===== src/hdl/ffac_pkg.sv =====
`default_nettype none
package ffac_pkg;

  localparam int ADDR_BITS   = 40;
  localparam int LEN_BITS    = 41;
  localparam int GRAN_BITS   = 21;
  localparam int SIZE_BITS   = 42;
  localparam int NEXT_BITS   = 48;
  localparam int TABLE_DEPTH = 32;
  localparam int UNIT_BITS   = 9;

  typedef enum logic [1:0] {
    ACT_ALLOC  = 2'd0,
    ACT_FREE   = 2'd1,
    ACT_FREEZE = 2'd2,
    ACT_BAD    = 2'd3
  } action_t;

  typedef enum logic [2:0] {
    ST_OK       = 3'd0,
    ST_BAD      = 3'd1,
    ST_NO_SPACE = 3'd2,
    ST_NOT_FND  = 3'd3,
    ST_FULL     = 3'd4
  } status_t;

  localparam logic CFG_POOL_BASE = 1'b0;
  localparam logic CFG_POOL_SIZE = 1'b1;

  localparam logic KIND_ANSWER = 1'b0;
  localparam logic KIND_MOVE   = 1'b1;

  typedef enum logic [4:0] {
    S_IDLE, S_REM, S_CHECK, S_SCAN_RD, S_SCAN_CHK, S_CMP_RD, S_CMP_CHK,
    S_CMP_EMIT, S_SHUP_RD, S_SHUP_WR, S_INS, S_FREE_RD, S_FREE_CHK,
    S_SHDN_RD, S_SHDN_WR, S_ANSWER
  } state_t;

  typedef struct packed {
    logic [1:0]           action;
    logic [LEN_BITS-1:0]  request_bytes;
    logic [GRAN_BITS-1:0] granule_bytes;
    logic [ADDR_BITS-1:0] free_address;
  } in_t;

  typedef struct packed {
    logic                 kind;
    logic [2:0]           status;
    logic [ADDR_BITS-1:0] block_address;
    logic [ADDR_BITS-1:0] move_source;
    logic [ADDR_BITS-1:0] move_dest;
    logic [LEN_BITS-1:0]  move_length;
    logic [LEN_BITS-1:0]  bytes_in_use;
    logic [LEN_BITS-1:0]  peak_in_use;
    logic                 last;
  } out_t;

  typedef struct packed {
    logic [ADDR_BITS-1:0] start;
    logic [LEN_BITS-1:0]  len;
    logic                 frozen;
  } entry_t;

endpackage
`default_nettype wire


===== src/hdl/ffac_table.sv =====
`default_nettype none
module ffac_table #(
  parameter int DEPTH = ffac_pkg::TABLE_DEPTH
) (
  input  wire logic                     clk,
  input  wire logic                     we,
  input  wire logic [$clog2(DEPTH)-1:0] waddr,
  input  wire ffac_pkg::entry_t         wdata,
  input  wire logic [$clog2(DEPTH)-1:0] raddr,
  output ffac_pkg::entry_t              rdata
);

  ffac_pkg::entry_t mem [DEPTH];

  always_ff @(posedge clk) begin
    if (we) begin
      mem[waddr] <= wdata;
    end
    rdata <= mem[raddr];
  end

endmodule
`default_nettype wire


===== config.mk =====
export PLATFORM = sky130hd
export DESIGN_NAME = ffac_table
export DESIGN_NICKNAME = d
export VERILOG_FILES = /design/src/hdl/ffac_pkg.sv /design/src/hdl/ffac_table.sv
export SDC_FILE = /design/constraint.sdc
export NUM_CORES = 2
export LEC_CHECK = 0
export BUFFER_PORTS_ARGS = -buffer_cell sky130_fd_sc_hd__buf_2
export CORE_ASPECT_RATIO = 0.7
export CORE_MARGIN = 2
export CORE_UTILIZATION = 59
export CTS_BUF_LIST = sky130_fd_sc_hd__clkbuf_2 sky130_fd_sc_hd__clkbuf_4 sky130_fd_sc_hd__clkbuf_8
export CTS_CLUSTER_DIAMETER = 200
export DETAILED_ROUTE_END_ITERATION = 8
export PLACE_DENSITY = 0.78
export SLEW_MARGIN = 30
export SYNTH_ARGS = -nofsm -noshare
export SYNTH_HDL_FRONTEND = slang
export SYNTH_SLANG_ARGS = --single-unit
export TNS_END_PERCENT = 50

===== constraint.sdc =====
create_clock -name clk -period 5.9 [get_ports clk]
set_clock_uncertainty 0.05 [all_clocks]
set_input_delay 0.885 -clock clk [delete_from_list [all_inputs] [get_ports clk]]
set_output_delay 0.885 -clock clk [all_outputs]
set_load 0.005 [all_outputs]

Yosys cells after proc, flatten, opt, wreduce, memory -nomap -nowiden --
Memory sizes are Yosys's and may differ from the RTL's. A register that Yosys moved wholly into a read port is not among the register bits. Cells that the tools add are included.
Operators by class: mux-type cells 2
Operators by type and width (number):
- 2-to-1 mux 1 bit | 2
Word-level totals: register bits 0, RAM bits 2624, bits of input ports 94, word-level logic and storage cells 3, memories 1
Memory list:
- mem | words 32, bits a word 82, rd ports 1, clocked after Yosys merged registers in 1, wr ports 1, line ffac_table.sv:13 | ffac_pkg::entry_t mem [DEPTH];

Depth between registers and ports, before layout --
word-level depth 2, depth in mapped cells 9, gate-level depth less buffers 4

Least setup slack after synthesis --
Ideal clock, no wire load.
path kind input to register, start input waddr[1], end memory mem[12][0] (netlist name) (enable), setup time 0.523 ns, data arrival time 4.965 ns, path slack 0.362 ns, stages on the path 3, path buffers 1, path through or3b_2 -> clkbuf_1 -> nor2_1
RTL lines:
- start, declared | line ffac_table.sv:7 | input wire logic [$clog2(DEPTH)-1:0] waddr,
- end, declared | line ffac_table.sv:13
No word-level cell before the write port.

==> out/qor.txt <==
Status: complete, no violations
Synthesized instance count: 4,815
Top cells by instance count after synthesis: edfxtp_1 (2,624), mux2i_1 (655), a22oi_1 (422)
Async set or reset register ratio after synthesis: 0
Nature of the critical path endpoint: flip-flop
Cell at the root of the clock tree: clkbuf_8
Later-pin clock latency in the skew report: 1080 ps
Gr usage total: 0.285
VDD IR max: 221 uV
Largest net degree at the start of global routing: 131
Measured slew at the worst slew-check pin: 1060 ps
Setup repair after global routing missed its margin: false
Number of enable-type register cells in the synthesized netlist: 2,624
Number of clock sinks: 2,706
Final Hold Viols: 0
Total routed wirelength: 250,000 um
Post-DR wirelength/cell: 31.9 um
Final cell utilization of the core: 0.665
Boundary pin count: 176
DR vias: 51.7k
Number of nets with antenna violations after routing: 0
Synth Flop Type: edfxtp_1
Number of antenna violations at the first check in global routing: 27
HPWL after DPL: 127,000 um
Setup TNS Final: 0 ps
Area added between synthesis and finish: 12.1%
Max_cap viols: 0
Cell Count, Final, Fillers Out: 7,814
Worst min-delay path category: input port to flip-flop
Post-CTS sizing: 0
Worst max-slew margin expressed relative to the limit: 0.290
Share of the synthesized area in the top cell type: 0.777
Height of the die: 351 um
Clock tree from TritonCTS: yes
Number of global-route vias before repair: 50.8k
Worst Hold Depth: 1
Crit path kind: input port to flip-flop
Stage delay of the slowest cell on the critical path: 960 ps
Proportion of layout cells with a drive suffix above 1: 0.240
Category of cells accounting for the largest share of critical-path delay: simple AND/OR/NAND/NOR gates
Warnings from Yosys: 0
Number of remaining DRC errors: 0
Portion of the post-synthesis area used by sequential elements: 0.793
Library cell with the highest instance count after synthesis: edfxtp_1
Crit path max fanout: 37
Leakage power summed over all cells: 37.6 nW
Most area-consuming cells after synthesis: edfxtp_1 (78%), mux4_2 (7.3%), mux2i_1 (6.5%)
Number of synthesized register bits: 2,706
Aggregate global routing overflow: 0
Number of iterations in the first detailed-routing pass: 5
Logic depth of the worst register-to-register path: 4
CTS hold repair buffers: 0
Critical path arrival: 3960 ps
Area of the mapped netlist: 101,000 um^2
Post-synthesis cell type count: 38
CP Data Required Time: 6810 ps
H-tree depth: 5
Worst hold margin: 196 ps
Core Rows: 127
# fillers: 10.5k
Library cell occupying the most area in the post-synthesis netlist: edfxtp_1
DIE WIDTH: 499 um
Number of buffers created by CTS: 389
Number of violations reported at the end of detailed-routing iteration 0: 7,820
Series of cell instances along the critical path: buf_4, nor2b_4, nor2b_4, buf_16, buf_4, a22oi_1, nand4_1
Clock edge transition at the registers on the reported setup and hold paths: 70 ps
Floorplan die area: 175,000 um^2
Maximum count of clock buffers along a single path: 4
Starting density of the core: 0.593
Number of setup violations in the final report: 0
Total count of max-transition violations in the final report: 0
Power Density: 338 nW/um^2
Slowest cell on the critical path: nor2b_4
Buffer and inverter count on the worst path: 3
Stages on the worst setup path: 7
Post-CTS setup-driven buffer insertion count: 0
Routability congestion estimate: 0.772
Port Buffer Count: 175
Inst Count DP: 7,101
Synthesized area divided by synthesized cell count: 21.1 um^2
Achievable clock frequency: 328 MHz
Post-layout minimum cycle time: 3050 ps
Avg Vias per Cell: 6.62
Total core area: 171,000 um^2
Final net count: 5,330
Tcrit/Tclk final: 0.517
Post-Syn Nets: 4,909
Startpoint Class: input port
Global-route wire length before repair: 354,000 um
area by class of cell:
type | count | area (um^2) | share of cell area
clock buffer | 582 | 7030 | 0.0618
sequential | 2706 | 80400 | 0.708
multi-input combinational | 1836 | 19900 | 0.175
inverter | 1 | 3.75 | 0.0000330
antenna | 14 | 35.0 | 0.000308
tap | 2257 | 2820 | 0.0248
timing repair buffer | 302 | 2460 | 0.0216
clock inverter | 116 | 933 | 0.00821
metrics by stage:
step / total power, mW / cell area, um^2 / setup slack, ps
2_1_floorplan: 22.9 / 101000 / 362
3_3_place_gp: 23.6 / 105000 / 1640
3_5_place_dp: 23.7 / 106000 / 1600
4_1_cts: 38.5 / 114000 / 2750
5_1_grt: 39.5 / 114000 / 2930
6_report: 38.4 / 114000 / 2850
state kept, by name (all words and copies together), names as in the netlist:
register  flops
mem        2624
rdata        82
metal layers:
layer,vias up,track usage,routed length [um]
met4,10,0.0912,7160
met1,26500,0.412,94300
met5,-,0.00298,130
met2,3714,0.430,115000
li1,21000,-,-
met3,501,0.0757,33000
placed cells by master, fill, tap and decap left out, types with 4 or more instances in the layout:
cell | Yosys | final
a21oi_1 | 19 | 19
a22o_1 | 43 | 43
a22oi_1 | 422 | 422
a31oi_1 | 43 | 43
a32oi_1 | 4 | 4
and2_1 | 10 | 8
buf_12 | 0 | 39
buf_16 | 0 | 5
buf_2 | 119 | 171
buf_4 | 35 | 82
bufinv_16 | 0 | 15
clkbuf_4 | 2 | 157
clkbuf_8 | 0 | 425
clkinv_1 | 0 | 53
clkinv_2 | 0 | 36
clkinvlp_4 | 0 | 7
dfxtp_1 | 82 | 82
diode_2 | 0 | 14
edfxtp_1 | 2624 | 2624
mux2i_1 | 655 | 655
mux4_2 | 329 | 329
nand2_1 | 24 | 24
nand3_1 | 164 | 164
nand3b_1 | 5 | 5
nand4_1 | 38 | 38
nor2_1 | 42 | 5
nor2_4 | 0 | 37
nor2b_1 | 16 | 7
nor2b_4 | 0 | 7
worst paths after layout:
| kind | end | from | slack, ps |
|---|---|---|---|
| worst max-delay path | rdata[59] | raddr[1] | 2850 |
| worst min-delay path | mem[20][43] | wdata[43] | 200 |
| worst max register to register | rdata[69] | mem[15][69] | 4190 |
| worst min register to register | rdata[40] | mem[17][40] | 580 |
report_power, final:
| part | leakage, nW | total [mW] | switching (mW) | internal (mW) |
|---|---|---|---|---|
| clock | 4.24 | 15.1 | 6.86 | 8.27 |
| sequential | 24.3 | 21.5 | 0.138 | 21.4 |
| combinational | 9.08 | 1.78 | 1.14 | 0.638 |
cell families after synthesis:
family	Yosys count	share of synthesized area
flops	2706	0.793
compound gates	536	0.0393
simple gates	316	0.0160
mux	984	0.138
buf+inv	273	0.0136
Note: power is estimated with default switching activity, not from simulation.
