## src/hdl/ffac_pkg.sv

```systemverilog
`default_nettype none
package ffac_pkg;

  localparam int ADDR_BITS   = 40;
  localparam int LEN_BITS    = 41;
  localparam int GRAN_BITS   = 21;
  localparam int SIZE_BITS   = 42;
  localparam int NEXT_BITS   = 48;
  localparam int TABLE_DEPTH = 32;
  localparam int UNIT_BITS   = 9;

  typedef enum logic [1:0] {
    ACT_ALLOC  = 2'd0,
    ACT_FREE   = 2'd1,
    ACT_FREEZE = 2'd2,
    ACT_BAD    = 2'd3
  } action_t;

  typedef enum logic [2:0] {
    ST_OK       = 3'd0,
    ST_BAD      = 3'd1,
    ST_NO_SPACE = 3'd2,
    ST_NOT_FND  = 3'd3,
    ST_FULL     = 3'd4
  } status_t;

  localparam logic CFG_POOL_BASE = 1'b0;
  localparam logic CFG_POOL_SIZE = 1'b1;

  localparam logic KIND_ANSWER = 1'b0;
  localparam logic KIND_MOVE   = 1'b1;

  typedef enum logic [4:0] {
    S_IDLE, S_REM, S_CHECK, S_SCAN_RD, S_SCAN_CHK, S_CMP_RD, S_CMP_CHK,
    S_CMP_EMIT, S_SHUP_RD, S_SHUP_WR, S_INS, S_FREE_RD, S_FREE_CHK,
    S_SHDN_RD, S_SHDN_WR, S_ANSWER
  } state_t;

  typedef struct packed {
    logic [1:0]           action;
    logic [LEN_BITS-1:0]  request_bytes;
    logic [GRAN_BITS-1:0] granule_bytes;
    logic [ADDR_BITS-1:0] free_address;
  } in_t;

  typedef struct packed {
    logic                 kind;
    logic [2:0]           status;
    logic [ADDR_BITS-1:0] block_address;
    logic [ADDR_BITS-1:0] move_source;
    logic [ADDR_BITS-1:0] move_dest;
    logic [LEN_BITS-1:0]  move_length;
    logic [LEN_BITS-1:0]  bytes_in_use;
    logic [LEN_BITS-1:0]  peak_in_use;
    logic                 last;
  } out_t;

  typedef struct packed {
    logic [ADDR_BITS-1:0] start;
    logic [LEN_BITS-1:0]  len;
    logic                 frozen;
  } entry_t;

endpackage
`default_nettype wire

```

## src/hdl/ffac_rem.sv

```systemverilog
`default_nettype none
module ffac_rem (
  input  wire logic                           clk,
  input  wire logic                           rst,
  input  wire logic                           start,
  input  wire logic [ffac_pkg::LEN_BITS-1:0]  dividend,
  input  wire logic [ffac_pkg::GRAN_BITS-1:0] divisor,
  output logic                                done,
  output logic [ffac_pkg::GRAN_BITS-1:0]      remainder
);

  localparam int CW = $clog2(ffac_pkg::LEN_BITS + 1);

  logic [ffac_pkg::LEN_BITS-1:0]  dvd;
  logic [ffac_pkg::GRAN_BITS-1:0] dsr;
  logic [CW-1:0]                  cnt;
  logic                           run;
  logic [ffac_pkg::GRAN_BITS:0]   trial;
  logic [ffac_pkg::GRAN_BITS:0]   trial_sub;

  // one quotient bit per cycle, restoring
  assign trial     = {remainder, dvd[ffac_pkg::LEN_BITS-1]};
  assign trial_sub = trial - {1'b0, dsr};

  always_ff @(posedge clk) begin
    if (rst) begin
      run  <= 1'b0;
      done <= 1'b0;
      cnt  <= '0;
    end else begin
      done <= 1'b0;
      if (start) begin
        run <= 1'b1;
        cnt <= CW'(ffac_pkg::LEN_BITS);
      end else if (run) begin
        cnt <= cnt - 1'b1;
        if (cnt == CW'(1)) begin
          run  <= 1'b0;
          done <= 1'b1;
        end
      end
    end
  end

  always_ff @(posedge clk) begin
    if (start) begin
      dvd       <= dividend;
      dsr       <= divisor;
      remainder <= '0;
    end else if (run) begin
      dvd <= {dvd[ffac_pkg::LEN_BITS-2:0], 1'b0};
      if (trial >= {1'b0, dsr}) begin
        remainder <= trial_sub[ffac_pkg::GRAN_BITS-1:0];
      end else begin
        remainder <= trial[ffac_pkg::GRAN_BITS-1:0];
      end
    end
  end

endmodule
`default_nettype wire

```

## config.mk

```make
export PLATFORM = sky130hd
export DESIGN_NAME = ffac_rem
export DESIGN_NICKNAME = d
export VERILOG_FILES = /design/src/hdl/ffac_pkg.sv /design/src/hdl/ffac_rem.sv
export SDC_FILE = /design/constraint.sdc
export NUM_CORES = 1
export LEC_CHECK = 0
export ABC_AREA = 1
export BUFFER_PORTS_ARGS = -buffer_cell sky130_fd_sc_hd__buf_2
export CORE_ASPECT_RATIO = 2
export CORE_MARGIN = 2
export CORE_UTILIZATION = 62
export DETAILED_ROUTE_END_ITERATION = 12
export GPL_ROUTABILITY_DRIVEN = 0
export MAX_ROUTING_LAYER = met4
export PLACE_DENSITY = 0.94
export SETUP_SLACK_MARGIN = 0.4
export SYNTH_ARGS = -nofsm -noshare
export SYNTH_HDL_FRONTEND = slang
export SYNTH_SLANG_ARGS = --single-unit
```

## constraint.sdc

```tcl
create_clock -name clk -period 4.55 [get_ports clk]
set_input_delay 0.455 -clock clk [delete_from_list [all_inputs] [get_ports clk]]
set_output_delay 0.455 -clock clk [all_outputs]
set_load 0.05 [all_outputs]
```

== Word-level counts from Yosys, hierarchy flattened ==
Cells that the tools add are included.
Operators by class
  add/subtract/negate cells: 2
  order comparisons: 1
  equality and inequality tests: 1
  mux-type cells: 9
  bitwise operators: 1
  reduce and logical (&&, ||, !) cells: 3
Operators by type and width (number)
  $mux W41: 2
  $ge A22 B21 Y1: 1
  $mux W21: 1
  $sub A21 B21 Y21: 1
  $mux W6: 2
  $eq A6 B1 Y1 const B: 1
  $sub A6 B1 Y6 const B: 1
  $mux W1: 4
  $reduce_or A3 Y1: 1
  $reduce_bool A2 Y1: 1
  $reduce_or A2 Y1: 1
  $not A1 Y1: 1
Storage, ports and cells
  bits in registers: 91
  bits of input ports: 65
  output and inout port bits: 22

== Logic depth before layout (Yosys ltp) ==
Gate-level depths: netlist (run 1).
  depth in word-level cells: 4
  mapped depth: 15
  gate-level depth less buffers: 15

== Worst setup path after synthesis (run 1) ==
OpenSTA, ideal clock, no wires.
  path kind: input to register
  start point: input start
  end point: register dvd[0] (netlist bit), enable pin
  setup time: 0.401 ns
  arrival: 1.791 ns
  slack: 2.358 ns
  stages: 3
  path through: clkbuf_1 > nor2_1 > inv_1
Between the ends
  word-level cells in the longest chain between the ends: 1
Ends and longest elaborated chain
  start, declared: line ffac_rem.sv:5  | input wire logic start,
  $reduce_bool A2 Y1 (no source line)
  end signal, assigned: line ffac_rem.sv:47  | dvd <= dividend;
  end signal, assigned: line ffac_rem.sv:51  | dvd <= {dvd[ffac_pkg::LEN_BITS-2:0], 1'b0};
  end, declared: line ffac_rem.sv:14  | logic [ffac_pkg::LEN_BITS-1:0] dvd;
Every way passes these cells.
A chain may end at the register's enable or synchronous reset.

== Final worst setup path (run 1) ==
  start point: register remainder[18] (netlist bit)
  end point: register remainder[8] (netlist bit)
Between the ends
  word-level cells in the longest chain between the ends: 2
Ends and longest elaborated chain
  start, declared: line ffac_rem.sv:9  | output logic [ffac_pkg::GRAN_BITS-1:0] remainder
  start signal, assigned: line ffac_rem.sv:53  | remainder <= trial_sub[ffac_pkg::GRAN_BITS-1:0];
  start signal, assigned: line ffac_rem.sv:55  | remainder <= trial[ffac_pkg::GRAN_BITS-1:0];
  $ge A22 B21 Y1: line ffac_rem.sv:52  | if (trial >= {1'b0, dsr}) begin
  $mux W21: line ffac_rem.sv:52
Every way passes these cells.

==> results of run 1 <==
[state kept, by name (all words and copies together) (netlist names)]
signal	cells
remainder	21
done	1
run	1
dsr	21
cnt	6
dvd	41
[worst paths after layout]
| kind | end | slack, ns | cells past startpoint |
|---|---|---|---|
| worst max-delay path | remainder[8]$_SDFFE_PP0P_ | 2.02 | 9 |
| worst min-delay path | dsr[14]$_DFFE_PP_ | 0.28 | 1 |
| worst max register to register | remainder[8]$_SDFFE_PP0P_ | 2.02 | 9 |
| worst min register to register | remainder[12]$_SDFFE_PP0P_ | 0.49 | 2 |
[layout make-up]
cell class,count,area (sq um)
clock buffer,9,225
timing repair buffer,90,460
tap,100,125
sequential,91,2440
inverter,104,390
clock inverter,7,121
multi-input combinational,492,2400
fill,595,2360
[metal layers]
metal  vias to the layer above  global-route usage (%)  wire length (um)
met4                         0                    22.5              1070
li1                       2390                       -                 -
met5                         -                       -                 0
met1                      2208                    30.4              4570
met3                       105                    6.18              1070
met2                       324                    53.0              7050
[through the flow]
step,setup slack [ns],cell area [sq um]
2_1_floorplan,2.36,5350
3_3_place_gp,2.24,5820
3_5_place_dp,2.16,5820
4_1_cts,2.11,6170
5_1_grt,1.91,6170
6_report,2.02,6170
[cell families (layout without fill, tap and decap cells)]
family	Yosys count	in the layout	synth area share [%]
AOI/OAI and AO/OA	34	34	3.68
adders and majority gates	24	24	5.76
and+or+nand+nor	424	424	33.9
buffers and inverters	123	210	9.34
xor gates and xnor gates	10	10	1.64
DFF	91	91	45.7
[power breakdown]
part	internal (mW)	switching (mW)	leakage, nW
sequential	0.955	0.0215	0.861
clock	0.541	0.324	0.170
combinational	0.0831	0.152	2.24
total	1.58	0.498	3.27
[worst register-to-register path, stage by stage (launching register included)]
cell     delay [ns]
dfxtp_1        0.35
ha_1           0.38
a21o_1         0.25
a21oi_1        0.16
nand2_1        0.11
nor2_4         0.57
nand2_4        0.31
nand2_1        0.17
nand3_1        0.09
o21ai_1        0.08
[synth_stat cells, types with 2 or more instances]
library cell  number
a21oi_1           13
a21oi_2            2
a31oi_1            2
buf_2              3
buf_6              4
clkbuf_1          10
clkinv_1           3
dfxtp_1           29
edfxtp_1          62
ha_1              23
inv_1             96
inv_2              5
nand2_1          302
nand2_2            4
nand2_4            2
nand3_1           48
nand3_2            2
nand3b_1          15
nand4_1            4
nor2_1            31
nor2_4             4
nor3_1             6
o21ai_0            2
o21ai_1            9
o21bai_1           2
xnor2_1            9
==> results summary, run 1 <==
The fraction of registers with async set/reset came out at 0%. The fraction of the cycle the final worst path needs is 55.7%. The mean instance size in the synthesized netlist is 7.57 sq um. The final non-filler cell total came out at 893. The power after layout is 2.08 mW. The highest attainable clock frequency is 0.395 GHz.

TritonCTS built the clock tree. After clock tree synthesis, the repair step resized 0 gates. The critical path in this run is classified as flip-flop to flip-flop.

The width of the die came out at 69.7 um. The number of CTS-inserted buffers came out at 9. The first detailed-routing pass took 8 iterations. The worst setup path is launched from a flip-flop.

The final layout contains routed wiring with a total length of 13800 um. The remaining global-route overflow is 0. The count of buffers from port buffering came out at 86.

The aggregate negative setup slack came out at 0 ns. The routed via count divided by cell count is 5.63. In this run the worst hold path is classified as input port to flip-flop.

The flow ran to the end, and the final reports show no timing, DRC or antenna violations. The largest net degree at the start of global routing came out at 59. The data arrival time of the critical path came out at 2.80 ns. The number of flops mapped to enable cells by yosys came out at 62.

Traced cell by cell, the critical path runs through ha_1 -> a21o_1 -> a21oi_1 -> nand2_1 -> nor2_4 -> nand2_4 -> nand2_1 -> nand3_1 -> o21ai_1. The floorplan die area came out at 9430 sq um. The final setup violation count came out at 0.

The total track usage is 30.8%. The final worst clock skew came out at 0.00696 ns. The net count after synthesis is 795. Cells with a size suffix above 1 make up 16.1% of the layout. The cell occurring most often along the worst timing path is nand2_1.

STA classifies the critical path endpoint as a flip-flop. The final layout contains 877 nets. The initial standard-cell utilization of the core came out at 62.7%. The cell count after synthesis is 706. The worst IR drop on VDD is 348 uV. In this run the worst setup path begins at remainder[18]$_SDFFE_PP0P_. The kind of cell with the highest combined delay on the critical path is simple AND/OR/NAND/NOR gates.

The initial antenna violation count came to 0. The via count of the first global-routing pass is 4925. In this run the worst path has a maximum fanout of 23. The reported leakage power came out at 3.27 nW. The final hold slack is 0.285 ns. In this run the critical register-to-register path is launched from remainder[18]$_SDFFE_PP0P_.

The detailed-placement wirelength estimate came out at 9640 um. 0 antenna diodes ended up in the layout. The cell total after placement came out at 877. The power density over cell area is 337 nW/um^2.

The starting DRC count in detailed routing came out at 511. The worst slew margin relative to its limit came out at 31.0%. The standard cell core area is 8530 sq um. The relative area change from synthesis to final layout came out at 15.4%.

In the final routed layout, each cell accounts on average for 15.4 um. The sequential share of the synthesized area came out at 45.7%. The CTS H-tree depth is 3. The reported max-cap violation count came out at 0. At the worst endpoint, the required time is 4.82 ns.

The number of hold-repair buffers added at the cts stage came out at 0. The clock transition at the register clock pins on the worst setup and hold paths after CTS is 0.07 ns. The final number of hold-violating endpoints came to 0.

The clock latency of the later-clocked register in the worst-skew pair came out at 0.34 ns. Yosys attributes the largest share of cell area to edfxtp_1 35%, nand2_1 21%, dfxtp_1 11%. Setup repair after global routing left no endpoint under its margin.

The max-slew violation count came out at 0. The post-synthesis register bit count came out at 91. The biggest area contributor in the post-synthesis netlist is edfxtp_1.

The share of the core filled with cells came out at 72.3%. In this run the count of I/O pins placed on the die edge is 87. The distinct cell type count of the synthesized netlist is 40. The number of rows in the core area came out at 48.

The vertical die dimension is 135 um. The startpoint identified for the worst hold timing path is divisor[14]. The most used flip-flop cell after synthesis is edfxtp_1. The total via count after detailed routing is 5027.

The largest incremental delay on the critical path is 0.57 ns. The library cells used most frequently in the layout, excluding fill and tap cells, are 302 x nand2_1, 95 x inv_1, 86 x buf_2, 62 x edfxtp_1, 48 x nand3_1. Once detail routing completed, the nets flagged for antenna violations numbered 0. Leaving out fill and tap cells, the most frequent cell in the layout is nand2_1. The pin slew with the least headroom to its limit came out at 1.03 ns. The number of buffer and inverter stages on the critical path came out at 0.

For this design, the slowest cell found on the critical path is nor2_4. The synthesis warning total is 0. The cell area after technology mapping is 5350 sq um. The maximum buffer depth of the clock tree came out at 2. The clock sink count came out at 91.

The area share of the largest cell type after synthesis is 34.8%. The post-CTS setup buffer count is 0. The cell sitting at the root of the clock tree is a clkbuf_16. The minimum clock period after layout is 2.53 ns. The first global-routing pass estimated 22100 um of wire. The number of remaining DRC errors is 0.
Power figures use the tool's default switching activity.
==> run 2, diff against run 1 <==
Settings changed: CORE_UTILIZATION 62 to 57, PLACE_DENSITY 0.94 to 0.88.
Clock period 4.55 ns to 2.44 ns, I/O delays scaled along.
==> run 2 against run 1 <==
- sequential share of layout area decreased by 3.3 points
- power up 77%
- sequential power is 86% higher
- combinational power increased by 130%
- largest cell class is now multi-input combinational cells
- critical path type unchanged
- worst setup slack got worse by 1.7 ns
- non-clock buffer count grew 21
- via count is 7.8% higher
- die area grew 8.4%
- sequential cell count is the same
- global-route usage fell by 1.7 points
- fmax increased by 19%
- utilization grew 1.1 points
==> results summary, run 2 (same netlist as run 1, synthesis figures left out) <==
The run finished with clean final reports. The die is 141 um tall. The required arrival time at the worst endpoint came out at 2.66 ns. In this run the remaining antenna-violating nets after routing total 0. The remaining global-route overflow came out at 0.

The total track usage is 29.0%. The first-pass GRT wire length came out at 22300 um. The CTS H-tree depth is 3. The width of the die is 72.5 um.

The worst IR drop on VDD came out at 595 uV. The smallest clock period supported by the final layout is computed as 2.12 ns. The reported max-cap violation count came out at 0.

The number of buffer and inverter stages on the critical path came out at 2. The final number of hold-violating endpoints came out at 0. Leaving out fill and tap cells, the most frequent cells in the layout are 290 x nand2_1, 87 x inv_1, 86 x buf_2, 62 x edfxtp_1, 39 x nand3_1.

The standard cell core area is 9260 sq um. The part of the power in registers is 49.7%. The starting DRC count in detailed routing came out at 815. The number of cells on the worst hold path came out at 1. The critical path is of the flip-flop to flip-flop type. Counting the fill cells in the layout gives 621.

The detailed-router iteration count before antenna repair came out at 8. The clock transition at the register clock pins on the worst setup and hold paths after CTS is 0.07 ns. The slowest stage of the critical path belongs to the cell edfxtp_1. Summed over all failing endpoints, the final setup total negative slack is 0 ns. The clock latency of the later-clocked register in the worst-skew pair came out at 0.35 ns. Cell internal power was estimated by the tool at 2.68 mW. The register with the most flip-flops in the final layout is dvd. For hold timing, the worst endpoint is dsr[15]$_DFFE_PP_.

The pin slew with the least headroom to its limit came out at 0.588 ns. The switching portion of total power came out at 26.8%. The setup slack of the most critical reg-to-reg path is 0.32 ns. The largest fanout of any net on the critical path came out at 10. The number of CTS-inserted buffers came out at 9.

The smallest setup slack after layout is 0.318 ns. The class of the tightest hold or removal check is input port to flip-flop. The initial antenna violation count is 0. The reported leakage power came out at 3.45 nW.

The number of antenna repair diodes came out at 0. The final route contains 5418 vias. The worst pin sits at a relative slew slack of 60.8%. In this run the critical register-to-register path is launched from dsr[11]$_DFFE_PP_. The initial utilization of the core area, before any placement, comes to 57.7%. The net switching power figure is 0.984 mW. The combinational group share of total power is 14.9%.

The ratio of cells with drive above 1 in the final layout is 27.6%. The via count of the first global-routing pass is 5059. Using the TritonRoute via totals, the vias-per-cell ratio works out to 5.88.

Setup violations remaining at the end of the flow were counted as 0. The fraction of the cycle the final worst path needs is 87.0%. The maximum buffer depth of the clock tree came out at 2. The max-slew violation count is 0.

The detailed-placement wirelength estimate is 9810 um. The clock sink count is 91. Timing analysis after detailed placement gives a worst setup slack of 0.181 ns. The boundary pin count came out at 87. Relative to the synthesized area, the layout overhead comes to 27.2%.

The count of buffers from port buffering is 86. The number of rows in the core area came out at 50. The length in cells of the worst reg-to-reg path came out at 13. After detailed routing, the number of remaining DRC violations is 0. The worst hold path begins at divisor[15]. TritonCTS built the clock tree.

STA classifies the critical path startpoint as a flip-flop. Derived from the worst setup path, the maximum achievable clock frequency is 0.471 GHz. The capture instance of the worst register-to-register path is remainder[0]$_SDFFE_PP0P_.

The total wire length is 16400 um. The net count reported at finish is 902. Traced cell by cell, the critical path runs through inv_2 -> ha_4 -> nand2_4 -> inv_4 -> nand2_2 -> nor3_4 -> nand2_4 -> nand2_8 -> nand2_8 -> nand2_8 -> nand2_1 -> nand3_1 -> o21ai_1.

The part of the total power dissipated in the clock network is 35.4%. In the final routed layout, each cell accounts on average for 17.8 um. The number of flip-flops in the largest register is 41. The tree is rooted in a clkbuf_16. The kind of end point of the critical path is a flip-flop. Setup repair after global routing could not meet its margin everywhere. Between clock sinks in the finished design, the worst skew comes to 0.00938 ns. The library cell used most frequently in the layout, excluding fill and tap cells, is nand2_1. Data on the critical path arrives at its endpoint at 2.35 ns. The largest registers in the layout are dvd: 41 flops, dsr: 21 flops, remainder: 21 flops. The power after layout came out at 3.67 mW.

The most numerous cell type found on the critical path is nand2_8. The power density over cell area came out at 540 nW/um^2. The kind of cell with the highest combined delay on the critical path is simple AND/OR/NAND/NOR gates. Entering global routing, the biggest net connects 60 pins.

The die covers 10200 sq um. In this design, the stage delay of the slowest critical-path cell is 0.37 ns.
-- run 2: cell count changes in the layout (fill, tap and decap cells not counted), sizes merged --
cell,previous run,this run
bufinv,3,0
clkbuf,9,11
inv,102,100
clkinv,6,9
clkinvlp,0,1
buf,90,110
nand2,308,312
-- run 2: final cells by class --
| type | instances | area [sq um] | share of cell area [%] |
|---|---|---|---|
| Inverter | 104 | 393 | 5.78 |
| Clock buffer | 10 | 229 | 3.37 |
| Multi-Input combinational cell | 496 | 2850 | 42.0 |
| Timing Repair Buffer | 111 | 684 | 10.1 |
| Tap cell | 104 | 130 | 1.91 |
| Clock inverter | 6 | 42.5 | 0.626 |
| Sequential cell | 91 | 2470 | 36.3 |
-- run 2: how the worst max path moves through the flow --
stage / startpoint / endpoint / depth (start not counted)
after global routing: dsr[11]$_DFFE_PP_ / remainder[0]$_SDFFE_PP0P_ / 14
after floorplan: remainder[0]$_SDFFE_PP0P_ / remainder[5]$_SDFFE_PP0P_ / 10
after CTS: dvd[40]$_DFFE_PP_ / remainder[6]$_SDFFE_PP0P_ / 13
after global placement: dvd[40]$_DFFE_PP_ / remainder[8]$_SDFFE_PP0P_ / 13
after detailed placement: dvd[40]$_DFFE_PP_ / remainder[6]$_SDFFE_PP0P_ / 13
final: dsr[11]$_DFFE_PP_ / remainder[0]$_SDFFE_PP0P_ / 13
-- run 2: worst register-to-register path, delay by kind of cell, from the launching register on --
kind	cells	cell delay [ns]
AND/OR/NAND/NOR	9	1.13
buffers and inverters	2	0.13
adder cells (fa/ha/maj)	1	0.30
flip-flops	1	0.37
AO/OA/AOI/OAI	1	0.07
-- run 2: timing repair --
item                                    CTS  global route
pin swaps                                 5            37
cloned                                    1             4
endpoints found under the setup margin   21            21
hold buffers                              0             0
resized for setup                        10            75
setup buffers                             6             9
-- run 2: per-layer routing --
layer	up-vias	GRT usage (%)	routed length [um]
li1	2443	-	-
met1	2418	28.4	5400
met2	423	49.5	8420
met3	134	4.79	1280
met4	0	22.1	1280
met5	-	-	0
-- run 2: stage by stage --
step	cells	area [sq um]	hold slack [ns]	utilization, %
after floorplan	706	5370	0.313	-
after global routing	922	6800	0.0659	73.4
after CTS	909	6300	0.0675	68.1
after detailed placement	886	5910	0.422	63.9
final	922	6800	0.0680	73.4
after global placement	886	5910	0.420	63.9
-- run 2: power groups by stage --
stage / Sequential, mW / Combinational, mW / Clock (mW)
floorplan: 1.85 / 0.279 / 0
global placement: 1.85 / 0.419 / 0
detailed placement: 1.85 / 0.437 / 0
CTS: 1.82 / 0.448 / 1.29
global route: 1.83 / 0.594 / 1.35
finish: 1.82 / 0.546 / 1.30
==> run 3, diff against run 2 <==
Settings changed: CORE_ASPECT_RATIO 2 to default.
==> run 3 against run 2 <==
- design area grew 0.50%
- utilization grew 1.2 points
- power is 5.7% lower
- count of clock-buffer cells in the layout decreased by 1
- die area down 0.47%
- sequential cell count stayed put
- non-clock buffer count is 1 higher
- critical path depth unchanged
- via count down 3.0%
- clock power down 16%
- cell count rose by 0.98%
- worst setup slack improved by 0.049 ns
==> results summary, run 3 (same netlist as run 1, synthesis figures left out) <==
The starting DRC count in detailed routing came out at 406. The final worst clock skew is 0.00843 ns. Data on the critical path is required at its endpoint by 2.71 ns.

The library cells used most frequently in the layout, excluding fill and tap cells, are 271 x nand2_1, 88 x inv_1, 87 x buf_2, 62 x edfxtp_1, 39 x nand3_1. The max-slew violation count was 0. The initial antenna violation count is 0. The root buffer selected by CTS is clkbuf_8.

Counting the buffers created by CTS gives 9. The run finished with clean final reports. The floorplan die area is 10200 sq um.

Counting flops per register, the top entry is dvd. From synthesis to final layout, the design area changed by 27.8%. The post-route netlist has 29.9% of its cells at a drive strength greater than 1. Once detail routing completed, the nets flagged for antenna violations numbered 0. The highest attainable clock frequency is 0.482 GHz. The number of buffers and inverters on the critical path is 2. The first-pass GRT wire length came out at 21200 um. The min-delay analysis places its worst path in the category input port to flip-flop. The largest net degree at the start of global routing is 68.

The number of remaining DRC errors came out at 0. The register with the most flip-flops in the layout has 41 of them. The total track usage came out at 26.9%.

Port buffering added 86 buffers. The clock transition at the register clock pins on the worst setup and hold paths after CTS came out at 0.10 ns. The clock latency of the later-clocked register in the worst-skew pair is 0.37 ns.

The CTS H-tree depth came out at 3. The width of the die is 101 um. The detailed-router iteration count before antenna repair came out at 8. The critical path goes through inv_2 -> ha_4 -> nand2_2 -> inv_2 -> nand2_2 -> nor3_2 -> nand2_4 -> nand2_8 -> nand2_8 -> nand2_8 -> nand2_2 -> nand3_1 -> nand2_1.

The standard cell core area is 9150 sq um. The boundary pin count came out at 87. Of all nets on the critical path, the largest fanout is 6. After global routing the overflow that remains totals 0.

The reported leakage power is 3.41 nW. After layout, the worst setup slack is 0.367 ns. The power after layout is 3.46 mW.

The average wire length per cell after detail routing came out at 16.3 um. The pin slew with the least headroom to its limit came out at 0.712 ns. Across the run, the number of max-cap violations was 0. In this run the vertical extent of the chip is 101 um. The maximum buffer depth of the clock tree came out at 2. The via count of the first global-routing pass came out at 4760. The final number of hold-violating endpoints came out at 0.

The initial standard-cell utilization of the core is 58.4%. Setup violations remaining at the end of the flow were counted as 0. The minimum clock period after layout came out at 2.07 ns.

The routed via count divided by cell count came out at 5.65. The worst IR drop on VDD is 356 uV. The net count reported at finish came out at 904.

The aggregate negative setup slack came out at 0 ns. CTS saw 91 sinks. The CTS tree is built. The fraction of the cycle the final worst path needs is 85.0%.

The data arrival time of the critical path is 2.34 ns. The slowest stage of the critical path is the edfxtp_1 cell. The worst slew margin relative to its limit is 52.5%. The power density over cell area came out at 506 nW/um^2. In this run the core area contains 35 standard-cell rows. The kind of cell with the highest combined delay on the critical path is simple AND/OR/NAND/NOR gates.

Leaving out fill and tap cells, the most frequent cell in the layout is nand2_1. STA classifies the critical path endpoint as a flip-flop. The worst slack at placement is 0.164 ns. The worst setup path is of the flip-flop to flip-flop kind. The number of hold-repair buffers added at the cts stage is 0.

The total via count after detailed routing is 5257. The detailed-placement wirelength estimate is 8640 um. The kind of launch point of the worst setup path is a flip-flop. The total wire length came out at 15100 um. The repair_antennas step left the layout with diodes totalling 0. The largest incremental delay on the critical path is 0.37 ns. The largest registers in the layout are dvd: 41 flops, dsr: 21 flops, remainder: 21 flops.

Setup repair after global routing could not meet its margin everywhere.
-- run 3: cell count changes in the layout (fill, tap and decap cells not counted), moves of 4 or more --
cell / before / now
nand2_1: 290 / 271
nand2_2: 11 / 29
clkbuf_16: 10 / 0
clkbuf_8: 0 / 9
nor2_1: 25 / 30
nand3_2: 11 / 7
nand3_4: 0 / 4
nor2_2: 5 / 1
-- run 3: worst register-to-register path, cell delays in order, from the launching register on --
cell	delay (ns)
edfxtp_1	0.37
inv_2	0.05
ha_4	0.28
nand2_2	0.07
inv_2	0.09
nand2_2	0.06
nor3_2	0.26
nand2_4	0.13
nand2_8	0.14
nand2_8	0.15
nand2_8	0.18
nand2_2	0.07
nand3_1	0.06
nand2_1	0.05
-- run 3: area by class of cell --
class / count / area, sq um
Tap cell: 111 / 139
Multi-Input combinational cell: 497 / 2960
Fill cell: 597 / 2320
Timing Repair Buffer: 112 / 668
Clock buffer: 9 / 124
Inverter: 104 / 393
Clock inverter: 7 / 81.3
Sequential cell: 91 / 2470
-- run 3: per-stage QoR --
step           utilization (%)  hold WS, ns  cells  instance area, sq um
6_report                  74.6       0.0402    931                  6830
5_1_grt                   74.6       0.0366    931                  6830
4_1_cts                   68.1       0.0375    915                  6230
3_5_place_dp              64.5        0.422    892                  5900
3_3_place_gp              64.5        0.423    892                  5900
2_1_floorplan                -        0.313    706                  5370
-- run 3: path summary, 6_finish.rpt --
kind,to,start,depth (start not counted),slack [ns]
worst max register to register,remainder[11]$_SDFFE_PP0P_,dsr[13]$_DFFE_PP_,13,0.37
worst min register to register,remainder[19]$_SDFFE_PP0P_,remainder[19]$_SDFFE_PP0P_,2,0.48
worst min-delay path,dsr[3]$_DFFE_PP_,divisor[3],1,0.04
worst max-delay path,remainder[11]$_SDFFE_PP0P_,dsr[13]$_DFFE_PP_,13,0.37
-- run 3: what timing repair did --
item / in CTS / in global routing
resized for setup: 12 / 94
setup buffers: 6 / 11
endpoints found under the setup margin: 21 / 21
endpoints found under the hold margin: 0 / 0
cloned: 1 / 5
pin swaps: 4 / 23
-- run 3: report_power, final --
group          switching (mW)  internal, mW
logic                   0.326         0.215
clock network           0.604         0.490
registers              0.0427          1.78
-- run 3: per-layer routing --
layer	wire, um	GRT usage, %	up-vias
met5	0	-	-
met4	956	11.7	0
met3	1200	4.44	113
met2	7330	45.7	316
met1	5650	31.4	2381
li1	-	-	2447
